## src/rtl/hcbp_pkg.sv

```systemverilog
`timescale 1ns / 1ps
// ----------------------------------------------------------------------------
// hcbp_pkg
// Shared types and constants for the Huffman code bit packer.
// ----------------------------------------------------------------------------
package hcbp_pkg;

    localparam int DEF_MAX_CODE_LEN = 32;
    localparam int DEF_SYMBOLS      = 256;

    localparam int CODE_W  = 32;   // stored code word width
    localparam int LEN_W   = 6;    // stored code length width
    localparam int BYTE_W  = 8;
    localparam int MAX_OUT = 4;    // most bytes one encode can complete
    localparam int ACC_W   = 39;   // 7 pending bits + 32 code bits
    localparam int WIN_W   = 40;   // left-aligned byte window

    typedef enum logic [1:0] {
        CMD_LOAD   = 2'd0,
        CMD_ENCODE = 2'd1,
        CMD_FLUSH  = 2'd2
    } cmd_t;

    typedef struct packed {
        logic [LEN_W-1:0]  len;
        logic [CODE_W-1:0] code;
    } entry_t;

    // One item's worth of output beats
    typedef struct packed {
        logic [MAX_OUT-1:0][BYTE_W-1:0] bytes;
        logic [1:0]                     last_idx;
        logic                           byte_valid;
        logic [2:0]                     trash;
        logic                           is_final;
    } pkt_t;

endpackage

```

## src/rtl/hcbp_out_queue.sv

```systemverilog
`timescale 1ns / 1ps
// ----------------------------------------------------------------------------
// hcbp_out_queue
// Holds one item's bytes and hands them out one beat at a time.
// ----------------------------------------------------------------------------
module hcbp_out_queue (
    input  logic           clk,
    input  logic           rst_n,
    input  logic           pkt_load,
    input  hcbp_pkg::pkt_t pkt,
    output logic           pkt_free,
    output logic           out_valid,
    input  logic           out_stall,
    output logic [7:0]     out_byte,
    output logic           byte_valid,
    output logic [2:0]     trash_bits,
    output logic           is_final,
    output logic           last
);
    import hcbp_pkg::*;

    pkt_t       pkt_reg;
    logic       pkt_valid_reg, pkt_valid_next;
    logic [1:0] idx_reg, idx_next;
    logic       fire;
    logic       last_beat;

    always_comb
    begin
        last_beat = (idx_reg == pkt_reg.last_idx);
        fire      = pkt_valid_reg && !out_stall;
        pkt_free  = !pkt_valid_reg || (fire && last_beat);

        pkt_valid_next = pkt_valid_reg;
        idx_next       = idx_reg;
        if (pkt_load)
        begin
            pkt_valid_next = 1'b1;
            idx_next       = 2'd0;
        end
        else if (fire && last_beat)
        begin
            pkt_valid_next = 1'b0;
        end
        else if (fire)
        begin
            idx_next = idx_reg + 2'd1;
        end
    end

    always_ff @(posedge clk or negedge rst_n)
    begin
        if (!rst_n)
        begin
            pkt_valid_reg <= 1'b0;
            idx_reg       <= '0;
        end
        else
        begin
            pkt_valid_reg <= pkt_valid_next;
            idx_reg       <= idx_next;
        end
    end

    always_ff @(posedge clk)
    begin
        if (pkt_load)
        begin
            pkt_reg <= pkt;
        end
    end

    assign out_valid  = pkt_valid_reg;
    assign out_byte   = pkt_reg.bytes[idx_reg];
    assign byte_valid = pkt_reg.byte_valid;
    assign trash_bits = pkt_reg.trash;
    assign is_final   = pkt_reg.is_final;
    assign last       = last_beat;

    a_idx_range: assert property (@(posedge clk) disable iff (!rst_n)
        pkt_valid_reg |-> (idx_reg <= pkt_reg.last_idx))
        else $error("beat index past end of item");

    a_no_overwrite: assert property (@(posedge clk) disable iff (!rst_n)
        pkt_load |-> pkt_free)
        else $error("item loaded over undelivered beats");

    a_idx_step: assert property (@(posedge clk) disable iff (!rst_n)
        (fire && !last_beat && !pkt_load) |=> (idx_reg == $past(idx_reg) + 2'd1))
        else $error("beat index did not advance");

endmodule

```

## config.mk

```make
export PLATFORM = sky130hd
export DESIGN_NAME = hcbp_out_queue
export DESIGN_NICKNAME = d
export VERILOG_FILES = /design/src/rtl/hcbp_pkg.sv /design/src/rtl/hcbp_out_queue.sv
export SDC_FILE = /design/constraint.sdc
export NUM_CORES = 1
export LEC_CHECK = 0
export BUFFER_PORTS_ARGS = -buffer_cell sky130_fd_sc_hd__buf_2
export CORE_MARGIN = 4
export CORE_UTILIZATION = 30
export DETAILED_ROUTE_END_ITERATION = 10
export PLACE_DENSITY = 0.56
export SYNTH_ARGS = -nofsm -noshare
export SYNTH_HDL_FRONTEND = slang
export SYNTH_SLANG_ARGS = --single-unit
```

## constraint.sdc

```tcl
create_clock -name clk -period 3.99 [get_ports clk]
set_input_delay 0.798 -clock clk [delete_from_list [all_inputs] [get_ports clk]]
set_output_delay 0.798 -clock clk [all_outputs]
set_load 0.005 [all_outputs]
```

==> results.cfg, run 1 <==
[setup_path]
crit_path_max_fanout = 12
cp-endpoint = out_byte[7]
arrival_ns = 1.82
endpoint_kind = output port
cp-start-kind = register
regToRegSetupSlack_ns = 2.20
startpoint = idx_reg[0]$_DFFE_PN0P_
critical_path_required_ns = 3.19
r2r_cells = 3
rr_endpoint = idx_reg[1]$_DFFE_PN0P_
r2r_start = idx_reg[0]$_DFFE_PN0P_
worstSetupPathType = reg -> out

[floorplanning]
die_area_um2 = 6451
start_util_pct = 30.92
std_cell_rows = 26
die_h_um = 80.32
coreArea_um2 = 5075
die_x_um = 80.32
pin_count = 59

[routing]
via_count = 826
drtPass1Iterations = 3
drt_iter0_markers = 48
drtAntennaViolNets = 0
avgRoutedWirePerCell_um = 13.77
drc = 0
routed_wl_um = 2753
vias_per_cell = 4.130

[grt]
grt_pass1_wl_um = 4374
grt_start_max_net_pins = 45
grt_overflow_total = 0
grt_pass1_vias = 891
antenna_found_initial = 0
grtUsageTotal_pct = 9.429

[sta]
skew_ns = 0.006502
rsz0062_at_grt = false
hold_ws_ns = 0.2875
tns_ns = 0
setup_viol = 0
min_period_ns = 2.620
slew-limit-headroom_pct = 37.23
fmax_ghz = 0.3817
tightest_slew_ns = 0.9416
hold_viol = 0
slew_viol_final = 0
post-route-period-util_pct = 65.65

[cts]
cts_buffers = 5
cts-root-buf = clkbuf_8
cts.sinks = 42
cts_max_level = 2
path_clk_slew_ns = 0.08
clockBufferDepth = 2
cts_tree = done
clk_latency_ns = 0.29
ctsHoldBuffers = 0
cts.repair.resized = 0
postCtsSetupBuffers = 0

[power_and_ir_drop]
power.switching_w = 0.0002072
pwr-share-clk_pct = 33.4
power_frac_comb_pct = 11.2
p_int_w = 0.0007769
max-vdd-ir-drop_uv = 194.5
swShare_pct = 21.05
p_seq_share_pct = 55.4
p_leak_nw = 0.7952
p_per_area_nw_per_um2 = 486.7

[cells_and_area]
seq_area_um2 = 1246
layout-drive-gt1-share_pct = 56.15
diodes = 0
area_growth_pct = 28.87
largest_register_ff_count = 34
multi_input_area_um2 = 284.0
final_cell_mix = 58 x buf_2, 39 x edfxtp_1, 7 x mux4_2
nNetsFinal = 172
fillers = 497
layout_commonest_cell = buf_2

[placed_design]
gp_congestion = 0.6898
io_buffers = 58
dp_hpwl_um = 1982

[synthesis]
synth-seq-cells = 42
yosys.cell_types.count = 16
synth_area_um2 = 1569
avgSynthCellArea_um2 = 22.74
ys_warn_count = 0
synth_area_leaders = edfxtp_1 75%, mux4_2 10%, dfrtp_1 4.8%, buf_4 1.9%, mux4_1 1.7%
synth_nets = 112
synth.top_cell.area_share_pct = 74.64
synthCells = 69
ys_seq_area_share_pct = 79.43
yosysTopAreaCell = edfxtp_1

[hold_path]
min_path_type = in -> async

[job]
maxCapViolCount = 0

[outcome]
status = finished clean
==> cell families after synthesis <==
| logic type | count (synthesis) | synth area share (%) |
|---|---|---|
| muxes | 10 | 13.40 |
| xor gates and xnor gates | 2 | 1.117 |
| buffers and inverters | 6 | 2.472 |
| DFF | 42 | 79.43 |
| and+or+nand+nor | 6 | 1.914 |
| AOI/OAI and AO/OA | 3 | 1.675 |
==> power groups by stage <==
stage               Combinational [W]  Clock, W  Sequential, W
finish                       0.000111  0.000329       0.000545
global route                 0.000121  0.000362       0.000551
CTS                          0.000114  0.000341       0.000547
detailed placement           0.000114         0       0.000557
global placement             0.000111         0       0.000555
floorplan                   0.0000693         0       0.000539
==> worst max-delay path: stages (launching register included) <==
cell and delay, ns:
dfrtp_1 0.77, mux4_1 0.63, buf_2 0.14
==> metrics by stage <==
stage          setup slack, ns  area, um2  total power (W)  cells  utilization (%)
6_report                 1.370       2022        0.0009841    200            39.84
5_1_grt                  1.184       2022         0.001034    200            39.84
4_1_cts                  1.293       2022         0.001002    200            39.84
3_5_place_dp             1.637       1912        0.0006708    192            37.67
3_3_place_gp             1.644       1912        0.0006656    192            37.67
2_1_floorplan            2.081       1569        0.0006086     69                -
==> synth_stat cells, drive strengths merged <==
master	count
xor2	2
o31ai	1
buf	5
nor2b	2
mux4	8
o2111a	1
inv	1
o211ai	1
edfxtp	39
mux2	2
nand2b	1
nor2	3
dfrtp	3
==> how the worst min path moves through the flow <==
stage / end / slack (ns) / depth (start not counted)
6_report: idx_reg[0]$_DFFE_PN0P_ / 0.29 / 1
5_1_grt: idx_reg[0]$_DFFE_PN0P_ / 0.27 / 1
2_1_floorplan: idx_reg[0]$_DFFE_PN0P_ / 0.50 / 0
3_5_place_dp: out_valid$_DFFE_PN0P_ / 0.59 / 2
3_3_place_gp: out_valid$_DFFE_PN0P_ / 0.56 / 2
4_1_cts: idx_reg[0]$_DFFE_PN0P_ / 0.28 / 1
==> cell type report <==
class | count | area share (%)
Sequential cell | 42 | 61.63
Timing Repair Buffer | 58 | 14.36
Multi-Input combinational cell | 21 | 14.05
Tap cell | 70 | 4.332
Clock buffer | 6 | 3.589
Clock inverter | 2 | 1.856
Inverter | 1 | 0.1856
==> per-layer routing <==
metal | track usage, % | part of all wire [%] | wire (um) | up-vias
li1 | - | - | - | 395
met1 | 11.46 | 41 | 1127 | 395
met2 | 14.74 | 50 | 1387 | 31
met3 | 4.148 | 7.0 | 194 | 5
met4 | 3.547 | 1.6 | 44 | 0
met5 | 0 | 0 | 0 | -
Power figures use the tool's default switching activity.
==> inputs of run 2 (changes only) <==
--- a/config.mk
+++ b/config.mk
@@ -9,7 +9,7 @@
 export CORE_MARGIN = 4
 export CORE_UTILIZATION = 30
 export DETAILED_ROUTE_END_ITERATION = 10
-export PLACE_DENSITY = 0.56
+export PLACE_DENSITY = 0.58
 export SYNTH_ARGS = -nofsm -noshare
 export SYNTH_HDL_FRONTEND = slang
 export SYNTH_SLANG_ARGS = --single-unit
==> constraint.sdc (replaced) <==
create_clock -name clk -period 2.25 [get_ports clk]
set_input_delay 0.45 -clock clk [delete_from_list [all_inputs] [get_ports clk]]
set_output_delay 0.45 -clock clk [all_outputs]
set_load 0.005 [all_outputs]
==> run 2 against run 1 <==
Net effect:
- clock power grew 42%
- setup slack lost 1.2 ns
- final cell count grew 3.0%
- die area is the same
- non-clock buffer count grew 6
- utilization grew 0.47 points
- largest cell class unchanged
==> results.cfg, run 2 (synthesis results as in run 1) <==
[cts]
cts.repair.resized = 0
cts.sinks = 42
cts_buffers = 5
path_clk_slew_ns = 0.08
clk_latency_ns = 0.29
cts-root-buf = clkbuf_8
ctsHoldBuffers = 1
cts_tree = done
clockBufferDepth = 2
cts_max_level = 2
postCtsSetupBuffers = 0

[setup_path]
endpoint_kind = output port
regToRegSetupSlack_ns = 0.64
crit_path_max_fanout = 4
worstSetupPathType = reg -> out
arrival_ns = 1.61
r2r_start = idx_reg[0]$_DFFE_PN0P_
r2r_cells = 4
cp-start-kind = register
max_stage_delay_ns = 0.51
crit_slowest_cell = mux4_2
crit_chain = buf_4, mux4_2, buf_2
critical_path_required_ns = 1.80
rr_endpoint = idx_reg[1]$_DFFE_PN0P_

[job]
maxCapViolCount = 0

[grt]
grt_start_max_net_pins = 23
grtUsageTotal_pct = 9.847
grt_pass1_wl_um = 4540
antenna_found_initial = 0
grt_pass1_vias = 945
grt_overflow_total = 0

[cells_and_area]
final_cell_mix = 58 x buf_2, 39 x edfxtp_1, 7 x mux4_2
nNetsFinal = 178
layout_commonest_cell = buf_2
diodes = 0
multi_input_area_um2 = 284.0
fin_cells = 206
seq_area_um2 = 1246
layout-drive-gt1-share_pct = 57.35
final_cell_area_um2 = 2046
largest_register_ff_count = 34
area_growth_pct = 30.38
fillers = 497

[routing]
drt_iter0_markers = 35
drtPass1Iterations = 3
vias_per_cell = 4.199
via_count = 865
avgRoutedWirePerCell_um = 14.49
drtAntennaViolNets = 0
routed_wl_um = 2985
drc = 0

[power_and_ir_drop]
p_leak_nw = 0.8185
max-vdd-ir-drop_uv = 329.3
p_per_area_nw_per_um2 = 807.0
total_power_w = 0.001651

[sta]
fmax_ghz = 0.4862
slew-limit-headroom_pct = 69.04
setup_viol = 0
rsz0062_at_grt = false
post-route-period-util_pct = 91.41
tns_ns = 0
hold_viol = 0
slew_viol_final = 0
skew_ns = 0.008751
tightest_slew_ns = 0.4644
min_period_ns = 2.057

[placed_design]
dp_hpwl_um = 2300
gp_congestion = 0.6499
placed_area_um2 = 1949
io_buffers = 58
place_inst = 197

[floorplanning]
pin_count = 59
die_area_um2 = 6451
die_h_um = 80.32
die_x_um = 80.32
coreArea_um2 = 5075
start_util_pct = 30.92
std_cell_rows = 26

[hold_path]
holdPathEnd = pkt_reg[11]$_DFFE_PP_
min_from = pkt[11]
min_path_type = in -> reg
hold_depth = 1

[outcome]
status = finished clean
## run 2: final cells by class
class	count	share of cell area, %
multi-input combinational	21	13.88
clock buffer	6	3.547
timing repair buffer	64	16.51
clock inverter	2	0.6728
sequential	42	60.92
tap	70	4.281
inverter	1	0.1835
## run 2: routing by layer
metal | global-route usage, % | share of wire (%) | wire, um | up-vias
met5 | 0 | 0 | 0 | -
li1 | - | - | - | 406
met4 | 5.068 | 1.2 | 36 | 0
met1 | 9.768 | 37 | 1103 | 430
met2 | 17.55 | 57 | 1692 | 27
met3 | 3.924 | 5.1 | 152 | 2
## run 2: how the worst max path moves through the flow
stage / cells after the start / slack, ns / start / end
global placement: 3 / 0.53 / idx_reg[0]$_DFFE_PN0P_ / out_byte[4]
CTS: 3 / 0.17 / idx_reg[0]$_DFFE_PN0P_ / out_byte[4]
detailed placement: 3 / 0.49 / idx_reg[0]$_DFFE_PN0P_ / out_byte[4]
finish: 3 / 0.19 / idx_reg[0]$_DFFE_PN0P_ / out_byte[4]
floorplan: 2 / 0.72 / idx_reg[0]$_DFFE_PN0P_ / out_byte[0]
global route: 4 / 0.12 / idx_reg[0]$_DFFE_PN0P_ / pkt_free
## run 2: critical path: cells and delay by family, from the launching register on
kind	cells	cell delay [ns]
multiplexers	1	0.51
flip-flops	1	0.47
buffers and inverters	2	0.34
## run 2: power by group
part	switching, W	leakage [nW]	internal, W
logic	0.0000939	0.355	0.000137
clock network	0.000249	0.0452	0.000219
registers	0.0000287	0.418	0.000923
## run 2: through the flow
stage	worst slack, ns	utilization (%)	hold WS (ns)
CTS	0.1657	40.31	0.3173
finish	0.1934	40.31	0.3309
global placement	0.5308	38.41	0.2493
global route	0.1160	40.31	0.3098
floorplan	0.7201	-	0.1544
detailed placement	0.4934	38.41	0.2513
==> inputs of run 3 (changes only) <==
--- a/config.mk
+++ b/config.mk
@@ -6,6 +6,7 @@
 export NUM_CORES = 1
 export LEC_CHECK = 0
 export BUFFER_PORTS_ARGS = -buffer_cell sky130_fd_sc_hd__buf_2
+export CORE_ASPECT_RATIO = 0.6
 export CORE_MARGIN = 4
 export CORE_UTILIZATION = 30
 export DETAILED_ROUTE_END_ITERATION = 10
==> run 3 against run 2 <==
Net effect:
- design area fell by 0.79%
- clock power hardly changed
- fmax up 1.5%
- sequential power shrank 1%
- largest cell class unchanged
- largest power group unchanged
==> results.cfg, run 3 (synthesis results as in run 1) <==
[sta]
post-route-period-util_pct = 90.04
min_period_ns = 2.026
setup_viol = 0
slew-limit-headroom_pct = 68.19
hold_viol = 0
skew_ns = 0.003617
tightest_slew_ns = 0.4771
finalWorstSetupSlack_ns = 0.2241
tns_ns = 0
fmax_ghz = 0.4936
rsz0062_at_grt = false
slew_viol_final = 0

[routing]
route.top_layer_used = met4
vias_per_cell = 4.265
avgRoutedWirePerCell_um = 14.11
drtPass1Iterations = 4
via_count = 853
routed_wl_um = 2821
drt_iter0_markers = 21
wl_met3_um = 287
wirelength_met1_um = 1144
wl_met2_um = 1378
drtAntennaViolNets = 0
drc = 0

[cells_and_area]
nNetsFinal = 176
layout_commonest_cell = buf_2
diodes = 0
area_growth_pct = 29.35
fin_cells = 200
largest_register_ff_count = 34
layout-drive-gt1-share_pct = 57.46
final_cell_mix = 58 x buf_2, 39 x edfxtp_1, 7 x mux4_2

[setup_path]
r2r_cells = 4
r2r_start = idx_reg[0]$_DFFE_PN0P_
critical_path_required_ns = 1.80
arrival_ns = 1.58
endpoint_kind = output port
worstSetupPathType = reg -> out
startpoint = idx_reg[0]$_DFFE_PN0P_
crit_path_max_fanout = 12
cp-start-kind = register

[floorplanning]
start_util_pct = 31.04
std_cell_rows = 20
die_x_um = 101.4
die_area_um2 = 6489
die_h_um = 64.02
pin_count = 59
coreArea_um2 = 5055

[outcome]
status = finished clean

[grt]
antenna_found_initial = 0
grt_overflow_total = 0
grt_start_max_net_pins = 24
grt_pass1_wl_um = 4526
grt_pass1_vias = 979
grtUsageTotal_pct = 9.517

[cts]
path_clk_slew_ns = 0.08
clockBufferDepth = 2
cts_tree = done
cts_max_level = 2
cts-root-buf = clkbuf_8
cts_buffers = 5
postCtsSetupBuffers = 0
cts.sinks = 42
clk_latency_ns = 0.28

[placed_design]
pre_cts_ws_ns = 0.5051
gp_congestion = 0.6900
place_inst = 191
io_buffers = 58

[power_and_ir_drop]
total_power_w = 0.001645
max-vdd-ir-drop_uv = 395.3
p_leak_nw = 0.8074
p_per_area_nw_per_um2 = 810.8

[hold_path]
min_from = pkt[4]
min_path_type = in -> reg
hold_depth = 1

[job]
maxCapViolCount = 0
## run 3: changes by cell type in the layout (fill, tap and decap cells not counted), sizes merged
cell      change
clkinvlp      +1
buf           -2
clkbuf        -1
## run 3: power breakdown
| group | switching (W) | internal (W) |
|---|---|---|
| Clock | 0.000251 | 0.000218 |
| Combinational | 0.000105 | 0.000132 |
| Sequential | 0.0000169 | 0.000923 |
| Total | 0.000372 | 0.00127 |
## run 3: final timing paths
path / to / slack [ns]
worst max-delay path: pkt_free / 0.22
worst min-delay path: byte_valid$_DFFE_PP_ / 0.33
worst max register to register: idx_reg[1]$_DFFE_PN0P_ / 0.69
worst min register to register: out_valid$_DFFE_PN0P_ / 0.62
max in group asynchronous: idx_reg[0]$_DFFE_PN0P_ / 1.65
min in group asynchronous: out_valid$_DFFE_PN0P_ / 0.49
## run 3: stage by stage
| step | utilization [%] | area [um2] | hold slack (ns) |
|---|---|---|---|
| 2_1_floorplan | - | 1569 | 0.1544 |
| 3_3_place_gp | 38.17 | 1929 | 0.2507 |
| 3_5_place_dp | 38.17 | 1929 | 0.2513 |
| 4_1_cts | 40.15 | 2029 | 0.3202 |
| 5_1_grt | 40.15 | 2029 | 0.3107 |
| 6_report | 40.15 | 2029 | 0.3322 |
## run 3: area by class of cell
| cell class | instances | area, um2 |
|---|---|---|
| clock buffer | 5 | 68.82 |
| clock inverter | 3 | 21.27 |
| fill | 494 | 3025 |
| inverter | 1 | 3.754 |
| multi-input combinational | 21 | 284.0 |
| sequential | 42 | 1246 |
| tap | 66 | 82.58 |
| timing repair buffer | 62 | 322.8 |
## run 3: worst max-delay path, cell delays in order, from the launching register on
cell and delay (ns):
dfrtp_1 0.37, buf_4 0.20, xor2_1 0.22, o31ai_1 0.33
buf_2 0.18
## run 3: timing repair
action	in CTS	in global routing
hold buffers	1	0
endpoints found under the hold margin	3	0
gates resized for setup	0	0
## run 3: layer usage
layer | global-route usage (%) | vias up
met1 | 11.18 | 409
li1 | - | 404
met3 | 4.907 | 2
met2 | 15.15 | 38
met4 | 2.985 | 0
met5 | 0 | -
