===== src/rtl/hcbp_pkg.sv =====
`timescale 1ns / 1ps
// ----------------------------------------------------------------------------
// hcbp_pkg
// Shared types and constants for the Huffman code bit packer.
// ----------------------------------------------------------------------------
package hcbp_pkg;

    localparam int DEF_MAX_CODE_LEN = 32;
    localparam int DEF_SYMBOLS      = 256;

    localparam int CODE_W  = 32;   // stored code word width
    localparam int LEN_W   = 6;    // stored code length width
    localparam int BYTE_W  = 8;
    localparam int MAX_OUT = 4;    // most bytes one encode can complete
    localparam int ACC_W   = 39;   // 7 pending bits + 32 code bits
    localparam int WIN_W   = 40;   // left-aligned byte window

    typedef enum logic [1:0] {
        CMD_LOAD   = 2'd0,
        CMD_ENCODE = 2'd1,
        CMD_FLUSH  = 2'd2
    } cmd_t;

    typedef struct packed {
        logic [LEN_W-1:0]  len;
        logic [CODE_W-1:0] code;
    } entry_t;

    // One item's worth of output beats
    typedef struct packed {
        logic [MAX_OUT-1:0][BYTE_W-1:0] bytes;
        logic [1:0]                     last_idx;
        logic                           byte_valid;
        logic [2:0]                     trash;
        logic                           is_final;
    } pkt_t;

endpackage


===== src/rtl/hcbp_packer.sv =====
`timescale 1ns / 1ps
// ----------------------------------------------------------------------------
// hcbp_packer
// Merge stage: appends the looked-up code to the pending bits, cuts bytes.
// ----------------------------------------------------------------------------
module hcbp_packer (
    input  logic             clk,
    input  logic             rst_n,
    input  logic             in_go,
    input  logic             in_flush,
    input  logic             in_sym_ok,
    input  hcbp_pkg::entry_t rd_entry,
    input  logic             pkt_free,
    output logic             ready,
    output logic             pkt_load,
    output hcbp_pkg::pkt_t   pkt
);
    import hcbp_pkg::*;

    logic       s1_valid_reg, s1_valid_next;
    logic       s1_flush_reg;
    logic       s1_sym_ok_reg;
    logic [6:0] partial_bits_reg, partial_bits_next;
    logic [2:0] partial_count_reg, partial_count_next;

    logic [LEN_W-1:0]  eff_len;
    logic [CODE_W-1:0] eff_code;
    logic [ACC_W-1:0]  acc;
    logic [LEN_W-1:0]  total;
    logic [WIN_W-1:0]  aligned;
    logic [2:0]        nbytes;
    logic              adv;

    always_comb
    begin
        eff_len  = s1_sym_ok_reg ? rd_entry.len  : '0;
        eff_code = s1_sym_ok_reg ? rd_entry.code : '0;
        acc      = (ACC_W'(partial_bits_reg) << eff_len) | ACC_W'(eff_code);
        total    = LEN_W'(partial_count_reg) + eff_len;
        aligned  = WIN_W'(acc) << (LEN_W'(WIN_W) - total);

        pkt = '0;
        if (s1_flush_reg)
        begin
            nbytes         = 3'd1;
            pkt.is_final   = 1'b1;
            pkt.last_idx   = 2'd0;
            if (partial_count_reg != 3'd0)
            begin
                pkt.byte_valid = 1'b1;
                pkt.bytes[0]   = BYTE_W'({partial_bits_reg, 1'b0} << (3'd7 - partial_count_reg));
                pkt.trash      = 3'(4'd8 - {1'b0, partial_count_reg});
            end
            partial_bits_next  = '0;
            partial_count_next = '0;
        end
        else
        begin
            nbytes         = total[5:3];
            pkt.byte_valid = 1'b1;
            pkt.last_idx   = 2'(nbytes - 3'd1);
            for (int k = 0; k < MAX_OUT; k++)
            begin
                pkt.bytes[k] = aligned[WIN_W-1-BYTE_W*k -: BYTE_W];
            end
            partial_count_next = total[2:0];
            partial_bits_next  = acc[6:0] & ~(7'h7F << total[2:0]);
        end

        adv      = s1_valid_reg && ((nbytes == 3'd0) || pkt_free);
        pkt_load = adv && (nbytes != 3'd0);
        ready    = !s1_valid_reg || adv;
        s1_valid_next = ready ? in_go : s1_valid_reg;
    end

    always_ff @(posedge clk or negedge rst_n)
    begin
        if (!rst_n)
        begin
            s1_valid_reg      <= 1'b0;
            partial_bits_reg  <= '0;
            partial_count_reg <= '0;
        end
        else
        begin
            s1_valid_reg <= s1_valid_next;
            if (adv)
            begin
                partial_bits_reg  <= partial_bits_next;
                partial_count_reg <= partial_count_next;
            end
        end
    end

    always_ff @(posedge clk)
    begin
        if (ready && in_go)
        begin
            s1_flush_reg  <= in_flush;
            s1_sym_ok_reg <= in_sym_ok;
        end
    end

    // pending bits above the count stay clear
    a_partial_clean: assert property (@(posedge clk) disable iff (!rst_n)
        (partial_bits_reg & (7'h7F << partial_count_reg)) == 7'd0)
        else $error("pending bits above count not clear");

    a_flush_empties: assert property (@(posedge clk) disable iff (!rst_n)
        (adv && s1_flush_reg) |=> (partial_count_reg == 3'd0))
        else $error("flush left pending bits");

    a_stage_holds: assert property (@(posedge clk) disable iff (!rst_n)
        (s1_valid_reg && !adv) |=> s1_valid_reg)
        else $error("blocked merge stage lost its item");

endmodule


===== config.mk =====
export PLATFORM = sky130hd
export DESIGN_NAME = hcbp_packer
export DESIGN_NICKNAME = d
export VERILOG_FILES = /design/src/rtl/hcbp_pkg.sv /design/src/rtl/hcbp_packer.sv
export SDC_FILE = /design/constraint.sdc
export NUM_CORES = 1
export LEC_CHECK = 0
export ABC_AREA = 1
export BUFFER_PORTS_ARGS = -buffer_cell sky130_fd_sc_hd__buf_2
export CORE_UTILIZATION = 32
export DETAILED_ROUTE_END_ITERATION = 10
export PLACE_DENSITY = 0.52
export SYNTH_ARGS = -nofsm -noshare
export SYNTH_HDL_FRONTEND = slang
export SYNTH_SLANG_ARGS = --single-unit

===== constraint.sdc =====
create_clock -name clk -period 3.2 [get_ports clk]
set_clock_uncertainty 0.2 [all_clocks]
set_input_delay 0.16 -clock clk [delete_from_list [all_inputs] [get_ports clk]]
set_output_delay 0.16 -clock clk [all_outputs]
set_load 0.1 [all_outputs]

==> run_results.csv, run 1 <==
group,metric,value,unit
cts,clockBufferDepth,2,
global_routing,grt_start_max_net_pins,43,
route,via_per_inst,5.78,
final_layout,final_util,53.5,%
place,dp_cells,1152,
sta,setup_violations,32,
cts,ctsHtreeMaxLevel,1,
final_layout,final_cell_mix,"325 x nand3_1, 144 x nand2_1, 89 x buf_4, 48 x buf_2, 46 x buf_12",
logic_synthesis,syn_nets,908,
final_layout,fill_cells,1373,
cts,cts_sinks,13,
global_routing,grt_pass1_vias,6356,
logic_synthesis,ys_seq_area_share,7.38,%
place,globalplace.congestion,0.932,
critical_path,crit_path_frequent_cell,"nand2_4",
critical_path,r2r_setup_slack,400,ps
critical_path,critical_path_buf_inv_count,7,
cts,insertion_delay,240,ps
critical_path,required,2840,ps
route,routed_wl,21.3,mm
global_routing,grt_usage,29.0,%
route,drt_iter0_drc,779,
critical_path,critPathMaxStageDelay,430,ps
route,first_pass_iters,6,
power_and_ir_drop,leakagePower,3.28,nW
floorplan,floorplan.initialDensity,32.7,%
floorplan,ios,85,
floorplan,die_area,14700,um^2
global_routing,antenna_found_initial,0,
final_layout,fin_area,7420,um^2
route,highest-signal-layer,"met4",
critical_path,cp_cell_sequence,"buf_6 -> nand2_4 -> inv_4 -> ha_4 -> buf_6 -> nand3_4 -> nand2_4 -> nand2_4 -> nand2_4 -> buf_6 -> xor2_4 -> inv_4 -> bufbuf_16 -> nand3_1 -> nand3_1 -> nand3_2 -> o211ai_1 -> clkbuf_16",
cts,cts_buffers,3,
route,wl_met2,9.60,mm
critical_path,cp_slowest_cell,"edfxtp_1",
sta,rsz0062_at_grt,"yes",
global_routing,grt_pass1_wl,33.0,mm
sta,hold_viol_final,0,
logic_synthesis,synth_cell_types,44,
floorplan,core_area,13900,um^2
final_layout,layout_commonest_cell,"nand3_1",
route,wl_per_cell,18.0,um
status,failed_checks,"negative setup slack",
logic_synthesis,netlist_area,4540,um^2
power_and_ir_drop,p_int,3.23,mW
power_and_ir_drop,power_density,1100,nW/um^2
final_layout,syn_to_final_growth,63.4,%
critical_path,worstSetupStartpointType,"register",
logic_synthesis,yosysWarningCount,0,
place,placed_cell_area,6620,um^2
critical_path,cp-end-kind,"output pin",
power_and_ir_drop,power.switching,4.94,mW
power_and_ir_drop,p_seq_share,2.8,%
sta,tightest_slew,489,ps
power_and_ir_drop,p_total,8.17,mW
final_layout,finish.net_count,1057,
critical_path,crit_arrival,3190,ps
power_and_ir_drop,comb_power_share,94.3,%
power_and_ir_drop,p_clk_share,2.9,%
route,drt-met1-wl,9.42,mm
cts,root_buffer,"clkbuf_16",
sta,setup_ws,-347,ps
global_routing,overflow,0,
critical_path,r2r_start,"s1_sym_ok_reg",
critical_path,worstSetupPathType,"reg2out",
final_layout,drive_gt1_share,35.8,%
final_layout,antenna_cells,0,
status,status,"finished, violations left",
floorplan,die_w,121,um
final_layout,fin_cells,1182,
power_and_ir_drop,swShare,60.5,%
route,dr_wl_met3,1.52,mm
critical_path,path_delay_family,"buffers and inverters",
floorplan,die_y,121,um
cts,clk_pin_slew,40,ps
logic_synthesis,synth.avg_cell_area,5.32,um^2
final_layout,largest_reg_flops,7,
critical_path,reg2reg_depth,18,
floorplan,num_rows,43,
sta,min_period,3550,ps
power_and_ir_drop,ir_drop,0.000681,V
route,postRouteAntennaNets,0,
sta,max_freq,282,MHz
route,drc,0,
critical_path,r2r-end,"partial_bits_reg[6]",
run,drv_cap,0,
route,num_vias,6827,
cts,cts_tree,"yes",
sta,timing.final.crit_share,111,%
critical_path,worstPathMaxFanout,6,
logic_synthesis,synth_seq_cells,13,
sta,slew_viol_final,0,
place,dp_hpwl,16.8,mm
place,io_buffers,84,
min_path,hold_class,"in2async",
sta,slew_headroom,67.7,%
logic_synthesis,syn_inst,854,
==> worst register-to-register path: stages (launching register included) <==
cell and delay (ps):
edfxtp_1 430, buf_6 170, nand2_4 70, inv_4 40, ha_4 270, buf_6 90, nand3_4 80, nand2_4 80
nand2_4 50, nand2_4 100, inv_1 90, buf_4 140, nor2_4 130, nand3_2 130, a21boi_4 180, nand2_2 140
nor2_2 140, nand3_1 90, o21ai_0 90
==> worst max-delay path by stage <==
stage	from	to	slack (ps)	cells past startpoint
finish	s1_sym_ok_reg	pkt[9]	-350	18
global route	s1_sym_ok_reg	pkt[9]	-500	25
CTS	s1_sym_ok_reg	pkt[20]	-310	25
detailed placement	s1_sym_ok_reg	pkt[18]	-140	25
floorplan	s1_sym_ok_reg	pkt[9]	-860	20
global placement	s1_sym_ok_reg	pkt[18]	-70	25
==> synth_stat cells, drive strengths merged <==
master / number / area (um^2)
edfxtp: 2 / 60.1
nor3: 3 / 15.0
dfrtp: 11 / 275
a211oi: 1 / 7.51
nand3b: 1 / 7.51
o22ai: 5 / 37.5
inv: 67 / 257
or2: 4 / 25.0
nand2: 182 / 749
nand4: 20 / 125
ha: 10 / 125
buf: 39 / 223
nor2: 31 / 146
a31oi: 7 / 43.8
a21boi: 1 / 18.8
o32ai: 1 / 16.3
o32a: 1 / 10.0
nand3: 354 / 1790
o22a: 1 / 8.76
o21bai: 1 / 7.51
o21a: 2 / 15.0
o211ai: 12 / 90.1
clkbuf: 24 / 90.1
o21ai: 41 / 209
xor2: 1 / 27.5
a21oi: 29 / 145
clkinv: 3 / 11.3
==> routing by layer <==
layer | vias up | global-route usage, %
met5 | - | 0
li1 | 3294 | -
met2 | 335 | 47.0
met3 | 58 | 4.04
met1 | 3140 | 39.3
met4 | 0 | 9.49
==> stage by stage <==
stage,setup slack (ps),TNS [ps],hold WS (ps)
CTS,-311,-8300,136
global placement,-66.3,-1010,-154
floorplan,-862,-9140,-336
detailed placement,-140,-2570,-145
finish,-347,-8900,131
global route,-503,-14230,170
==> cell families (layout without fill, tap and decap cells) <==
| kind of cell | Yosys count | count (layout) | share of synthesized area (%) |
|---|---|---|---|
| AOI/OAI and AO/OA | 102 | 102 | 13.4 |
| DFF | 13 | 13 | 7.38 |
| buffers and inverters | 133 | 281 | 12.8 |
| adders and majority gates | 10 | 10 | 2.76 |
| and+or+nand+nor | 595 | 595 | 63.0 |
| xor gates and xnor gates | 1 | 1 | 0.606 |
==> power groups by stage <==
stage	sequential (mW)	combinational, mW	clock (mW)
2_1_floorplan	0.209	4.57	0
3_3_place_gp	0.229	6.84	0
3_5_place_dp	0.230	6.81	0
4_1_cts	0.228	7.45	0.237
5_1_grt	0.234	8.16	0.245
6_report	0.232	7.70	0.233
==> cell type report <==
cell class / instances / area, um^2 / area share (%)
Clock buffer: 4 / 78.8 / 1.06
Multi-Input combinational cell: 708 / 4270 / 57.6
Sequential cell: 13 / 335 / 4.52
Inverter: 70 / 314 / 4.23
Tap cell: 180 / 225 / 3.04
Timing Repair Buffer: 207 / 2190 / 29.6
==> what timing repair did <==
| action | in CTS | in global routing |
|---|---|---|
| pin swaps | 24 | 21 |
| setup buffers | 16 | 4 |
| gates resized for setup | 64 | 40 |
| hold endpoints to repair | 14 | 0 |
| endpoints found under the setup margin | 32 | 33 |
| gates cloned | 5 | 0 |
| hold buffers | 4 | 0 |
No activity file was read; power rests on OpenSTA's default activity.
==> inputs of run 2 (changes only) <==
SETUP_SLACK_MARGIN = 0.4   (was default)
==> run 2 against run 1 <==
Against the previous run: highest routed layer unchanged; global-route usage up 0.94 points; non-clock buffer count up 51; total power up 0.75%; worst setup slack worse by 22 ps; the run still ends with negative setup slack left; clock power up 3%; sequential power down 3%; hold slack worse by 16 ps; sequential share of layout area down 0.25 points; maximum frequency down 0.61%; sequential cell count unchanged; largest power group unchanged.
==> run_results.csv, run 2 (synthesis gave the netlist of run 1 again) <==
group,metric,value,unit
global_routing,grt_pass1_wl,34.1,mm
critical_path,worstPathMaxFanout,5,
global_routing,grt_pass1_vias,6488,
power_and_ir_drop,power.switching,5.01,mW
critical_path,cp-end-kind,"output pin",
critical_path,critical_path_buf_inv_count,8,
cts,insertion_delay,250,ps
sta,hold_ws,115,ps
global_routing,grt_start_max_net_pins,38,
route,first_pass_iters,5,
final_layout,final_cell_mix,"314 x nand3_1, 146 x buf_4, 142 x nand2_1, 49 x buf_2, 42 x buf_12",
final_layout,drive_gt1_share,41.4,%
critical_path,required,2840,ps
power_and_ir_drop,power_density,1050,nW/um^2
sta,max_freq,280,MHz
critical_path,critPathMaxStageDelay,420,ps
power_and_ir_drop,p_total,8.23,mW
sta,min_period,3570,ps
route,wl_per_cell,17.6,um
sta,timing.final.crit_share,112,%
run,drv_cap,0,
sta,tightest_slew,589,ps
place,io_buffers,84,
critical_path,worstSetupStartpointType,"register",
final_layout,syn_to_final_growth,72.8,%
floorplan,die_w,121,um
cts,clk_pin_slew,50,ps
cts,root_buffer,"clkbuf_16",
critical_path,crit_arrival,3210,ps
floorplan,die_y,121,um
power_and_ir_drop,p_int,3.22,mW
min_path,hold_class,"in2async",
sta,rsz0062_at_grt,"yes",
final_layout,fin_cells,1233,
sta,setup_violations,32,
status,status,"finished, violations left",
route,num_vias,6895,
critical_path,worstSetupPathType,"reg2out",
floorplan,floorplan.initialDensity,32.7,%
floorplan,core_area,13900,um^2
final_layout,largest_reg_flops,7,
floorplan,num_rows,43,
power_and_ir_drop,ir_drop,0.000696,V
final_layout,finish.net_count,1108,
sta,hold_viol_final,0,
floorplan,die_area,14700,um^2
place,dp_cells,1204,
critical_path,cp_cell_sequence,"buf_12 -> nand2_8 -> inv_4 -> nand2_4 -> nand2_2 -> inv_2 -> ha_4 -> inv_2 -> nand2_2 -> nand2_2 -> a21oi_2 -> nor2_1 -> a21oi_2 -> inv_2 -> ha_4 -> inv_2 -> o21ai_2 -> nand2_1 -> nand2_2 -> nor2_4 -> buf_4 -> nand3_2 -> nand2_4 -> buf_12",
route,drc,0,
cts,ctsHtreeMaxLevel,1,
cts,cts_buffers,3,
cts,cts_sinks,13,
cts,cts_tree,"yes",
floorplan,ios,85,
route,via_per_inst,5.59,
status,failed_checks,"negative setup slack",
final_layout,layout_commonest_cell,"nand3_1",
sta,slew_viol_final,0,
power_and_ir_drop,p_clk_share,2.9,%
place,globalplace.congestion,0.914,
power_and_ir_drop,swShare,60.9,%
sta,slew_headroom,60.3,%
critical_path,cp_slowest_cell,"edfxtp_1",
cts,clockBufferDepth,2,
place,dp_hpwl,17.8,mm
route,routed_wl,21.7,mm
power_and_ir_drop,comb_power_share,94.4,%
place,placed_cell_area,7180,um^2
route,postRouteAntennaNets,0,
global_routing,grt_usage,29.9,%
power_and_ir_drop,p_seq_share,2.7,%
final_layout,antenna_cells,0,
power_and_ir_drop,leakagePower,3.47,nW
critical_path,path_delay_family,"simple AND/OR/NAND/NOR gates",
global_routing,overflow,0,
global_routing,antenna_found_initial,0,
final_layout,fin_area,7850,um^2
place,dp_slack,-230,ps
route,drt_iter0_drc,703,
sta,setup_ws,-368,ps
[run 2: changes by cell type in the layout (fill, tap and decap cells not counted), moves of 4 or more]
cell     delta
buf_4      +57
nand3_1    -11
nand3_2     +8
inv_2       +7
nand2_4     -7
inv_1       -6
nand2_8     +5
buf_12      -4
nand2_2     +4
o22ai_1     -4
[run 2: area by class of cell]
cell class | count | area (um^2)
clock buffer | 4 | 78.8
fill | 1383 | 6030
inverter | 70 | 325
multi-input combinational | 708 | 4430
sequential | 13 | 335
tap | 180 | 225
timing repair buffer | 258 | 2450
[run 2: routing by layer]
metal,wire length [um],global-route usage (%)
met1,9920,41.7
met3,1390,3.01
met5,0,0
met4,542,8.64
met2,9880,48.5
[run 2: final timing paths]
kind / slack (ps) / cells after the start / from / to
hold reg to reg: 430 / 2 / partial_bits_reg[6] / partial_bits_reg[6]
setup reg to reg: 290 / 24 / s1_sym_ok_reg / partial_count_reg[2]
max in group asynchronous: 2470 / 2 / rst_n / partial_bits_reg[1]
setup / recovery: -370 / 24 / s1_sym_ok_reg / pkt[12]
hold / removal: 120 / 2 / rst_n / s1_valid_reg
min in group clk: 120 / 5 / pkt_free / s1_valid_reg
[run 2: what timing repair did]
item,in CTS,in global routing
hold buffers,4,0
hold endpoints to repair,14,0
gates cloned,2,1
buffers inserted,12,6
endpoints found under the setup margin,43,48
pin swaps,32,10
resized for setup,60,34
[run 2: stage by stage]
stage	TNS (ps)	utilization (%)
after floorplan	-9830	-
after global placement	-3610	51.7
after detailed placement	-5680	51.7
after CTS	-9270	55.1
after global routing	-14600	56.5
final	-10340	56.5
[run 2: power by group through the flow]
stage,clock network (mW),logic [mW],registers (mW)
CTS,0.239,7.53,0.223
global route,0.255,8.24,0.228
global placement,0,7.23,0.224
finish,0.239,7.77,0.225
detailed placement,0,7.22,0.224
floorplan,0,4.90,0.209
==> inputs of run 3 (changes only) <==
ABC_AREA = 0   (was 1)
PLACE_DENSITY = 0.51   (was 0.52)
==> run 3 against run 2 <==
Against the previous run: the run still ends with negative setup slack left; die area rose by 14%; hold slack lost 75 ps; maximum frequency fell by 11%; synthesized area up 14%; via count rose by 15%; first-iteration DRC count is 13% higher; routed wire length rose by 38%; synthesized cell count is 13% lower; non-clock buffer count is 172 higher; critical path type unchanged; sequential share of layout area down 1.1 points.
==> run_results.csv, run 3 <==
group,metric,value,unit
floorplan,num_rows,46,
sta,slew_headroom,62.0,%
final_layout,finish.net_count,1166,
critical_path,crit_path_frequent_cell,"ha_4",
route,drt_iter0_drc,793,
logic_synthesis,syn_inst,745,
global_routing,grt_usage,34.9,%
cts,insertion_delay,250,ps
status,failed_checks,"negative setup slack",
final_layout,layout_commonest_cell,"buf_4",
route,wl_per_cell,22.6,um
sta,rsz0062_at_grt,"yes",
critical_path,critical_path_buf_inv_count,4,
route,first_pass_iters,5,
critical_path,required,2840,ps
route,num_vias,7959,
cts,ctsHtreeMaxLevel,1,
sta,slew_viol_final,0,
power_and_ir_drop,comb_power_share,95.9,%
global_routing,grt_start_max_net_pins,26,
floorplan,die_w,129,um
critical_path,worstPathMaxFanout,6,
logic_synthesis,yosysWarningCount,0,
cts,root_buffer,"clkbuf_16",
place,io_buffers,84,
power_and_ir_drop,swShare,53.0,%
critical_path,cp_cell_sequence,"nand2_2 -> inv_2 -> ha_4 -> nand4_1 -> a21oi_2 -> xnor2_2 -> nor2_4 -> inv_4 -> ha_4 -> a41oi_4 -> and3_4 -> or2_4 -> nand3_4 -> buf_6 -> or3_1 -> o21ai_1 -> a221o_2 -> buf_12",
power_and_ir_drop,p_seq_share,2.0,%
logic_synthesis,ys.flop_type,"dfrtp_1",
final_layout,final_cell_mix,"281 x buf_4, 63 x nand2_1, 56 x nor2_1, 49 x buf_12, 47 x buf_2",
cts,cts_buffers,3,
global_routing,grt_pass1_vias,7675,
route,via_per_inst,6.00,
route,routed_wl,30.0,mm
critical_path,cp-end-kind,"output pin",
status,status,"finished, violations left",
logic_synthesis,netlist.area_leader.share,8.28,%
place,dp_slack,-643,ps
floorplan,die_y,129,um
logic_synthesis,syn_nets,799,
sta,setup_violations,38,
floorplan,core_area,15900,um^2
logic_synthesis,synth_most_common_cell,"nand2_1",
final_layout,fin_cells,1327,
route,drc,0,
min_path,hold_class,"in2reg",
power_and_ir_drop,power_density,1100,nW/um^2
power_and_ir_drop,p_total,11.7,mW
critical_path,worstSetupPathType,"reg2out",
critical_path,path_delay_family,"simple AND/OR/NAND/NOR gates",
route,postRouteAntennaNets,0,
final_layout,drive_gt1_share,60.5,%
cts,clk_pin_slew,50,ps
final_layout,antenna_cells,0,
global_routing,met2_usage,56.6,%
logic_synthesis,synth_edf_count,2,
logic_synthesis,yosys.area.top_type,"mux2i_1",
floorplan,die_area,16800,um^2
power_and_ir_drop,ir_drop,0.000778,V
sta,max_freq,249,MHz
logic_synthesis,ys_seq_area_share,6.45,%
sta,timing.final.crit_share,125,%
logic_synthesis,synth_commonest_cells,"79 x nand2_1, 74 x nor2_1, 45 x o21ai_0",
global_routing,met1_usage,47.3,%
place,dp_hpwl,23.3,mm
critical_path,critPathMaxStageDelay,470,ps
place,placed_cell_area,8750,um^2
place,dp_cells,1262,
critical_path,cp_slowest_cell,"edfxtp_1",
final_layout,largest_reg_flops,7,
logic_synthesis,synthArstFlopShare,84.6,%
final_layout,fin_area,10600,um^2
place,globalplace.congestion,0.943,
final_layout,fill_cells,1354,
cts,clockBufferDepth,2,
cts,cts_tree,"yes",
global_routing,top_usage_layer,"met2",
sta,tightest_slew,569,ps
logic_synthesis,synth_cell_types,88,
critical_path,crit_arrival,3650,ps
floorplan,floorplan.initialDensity,32.7,%
sta,setup_ws,-813,ps
global_routing,grt_pass1_wl,44.1,mm
final_layout,syn_to_final_growth,104,%
global_routing,use_met3,5.16,%
global_routing,antenna_found_initial,0,
sta,min_period,4010,ps
logic_synthesis,synth.avg_cell_area,6.97,um^2
critical_path,worstSetupStartpointType,"register",
power_and_ir_drop,leakagePower,4.53,nW
cts,cts_sinks,13,
logic_synthesis,synth_seq_cells,13,
run,drv_cap,0,
power_and_ir_drop,p_clk_share,2.1,%
global_routing,overflow,0,
logic_synthesis,ys_top_cells_by_area,"mux2i_1 8.3%, mux2_2 6.1%, nand2_1 5.7%",
sta,hold_viol_final,0,
sta,fin_tns_setup,-21490,ps
logic_synthesis,netlist_area,5200,um^2
floorplan,ios,85,
power_and_ir_drop,power.switching,6.17,mW
power_and_ir_drop,p_int,5.48,mW
-- run 3: worst paths after layout --
check                           slack [ps]     startpoint  cells after the start              endpoint
worst max register to register        -100  s1_sym_ok_reg                     17  partial_count_reg[2]
worst min register to register         370   s1_valid_reg                      2          s1_valid_reg
worst min-delay path                    40       pkt_free                      4          s1_valid_reg
worst max-delay path                  -810  s1_sym_ok_reg                     18                pkt[7]
max in group asynchronous             2430          rst_n                      2  partial_count_reg[1]
min in group asynchronous              130          rst_n                      2          s1_valid_reg
-- run 3: logic make-up after synthesis --
kind of cell    Yosys count  share of synthesized area, %
simple gates            274                          26.0
xor+xnor                  8                          1.78
buf+inv                  92                          8.04
flops                    13                          6.45
compound gates          267                          36.7
mux                      81                          18.6
fa+ha+maj                10                          2.41
-- run 3: routing by layer --
metal  wire length, um  part of all wire, %
met4              1050                  3.5
met1             12600                   42
met5                 0                    0
met3              2230                  7.4
met2             14100                   47
-- run 3: area by class of cell --
type                            instances  area (um^2)  area share, %
Multi-Input combinational cell        640         5830           55.0
Timing Repair Buffer                  430         3980           37.5
Sequential cell                        13          337           3.17
Tap cell                              216          270           2.55
Inverter                               24          105          0.991
Clock buffer                            3         75.1          0.708
Clock inverter                          1         5.00         0.0472
-- run 3: timing repair --
action | CTS | global route
endpoints found under the hold margin | 14 | 0
hold buffers | 4 | 0
pin swaps | 55 | 47
gates cloned | 2 | 1
resized for setup | 167 | 101
endpoints found under the setup margin | 47 | 49
setup buffers | 36 | 18
-- run 3: power groups by stage --
stage	Clock, mW	Combinational [mW]	Sequential, mW
2_1_floorplan	0	5.36	0.225
3_3_place_gp	0	8.77	0.232
3_5_place_dp	0	8.82	0.233
4_1_cts	0.248	10.2	0.230
5_1_grt	0.252	11.7	0.232
6_report	0.247	11.2	0.233
-- run 3: stage by stage --
step                      hold WS [ps]  utilization, %
after floorplan                   -336               -
after global placement            -152            55.1
after detailed placement          -145            55.1
after CTS                         28.8            62.7
after global routing              55.8            66.7
final                             39.7            66.7
-- run 3: worst reg2reg max path: cells and delay by family, from the launching register on --
family | cells | cell delay [ps]
adder cells (fa/ha/maj) | 1 | 300
AND/OR/NAND/NOR | 4 | 480
buffers and inverters | 8 | 1060
multiplexers | 1 | 300
flip-flops | 1 | 470
AO/OA/AOI/OAI | 3 | 370
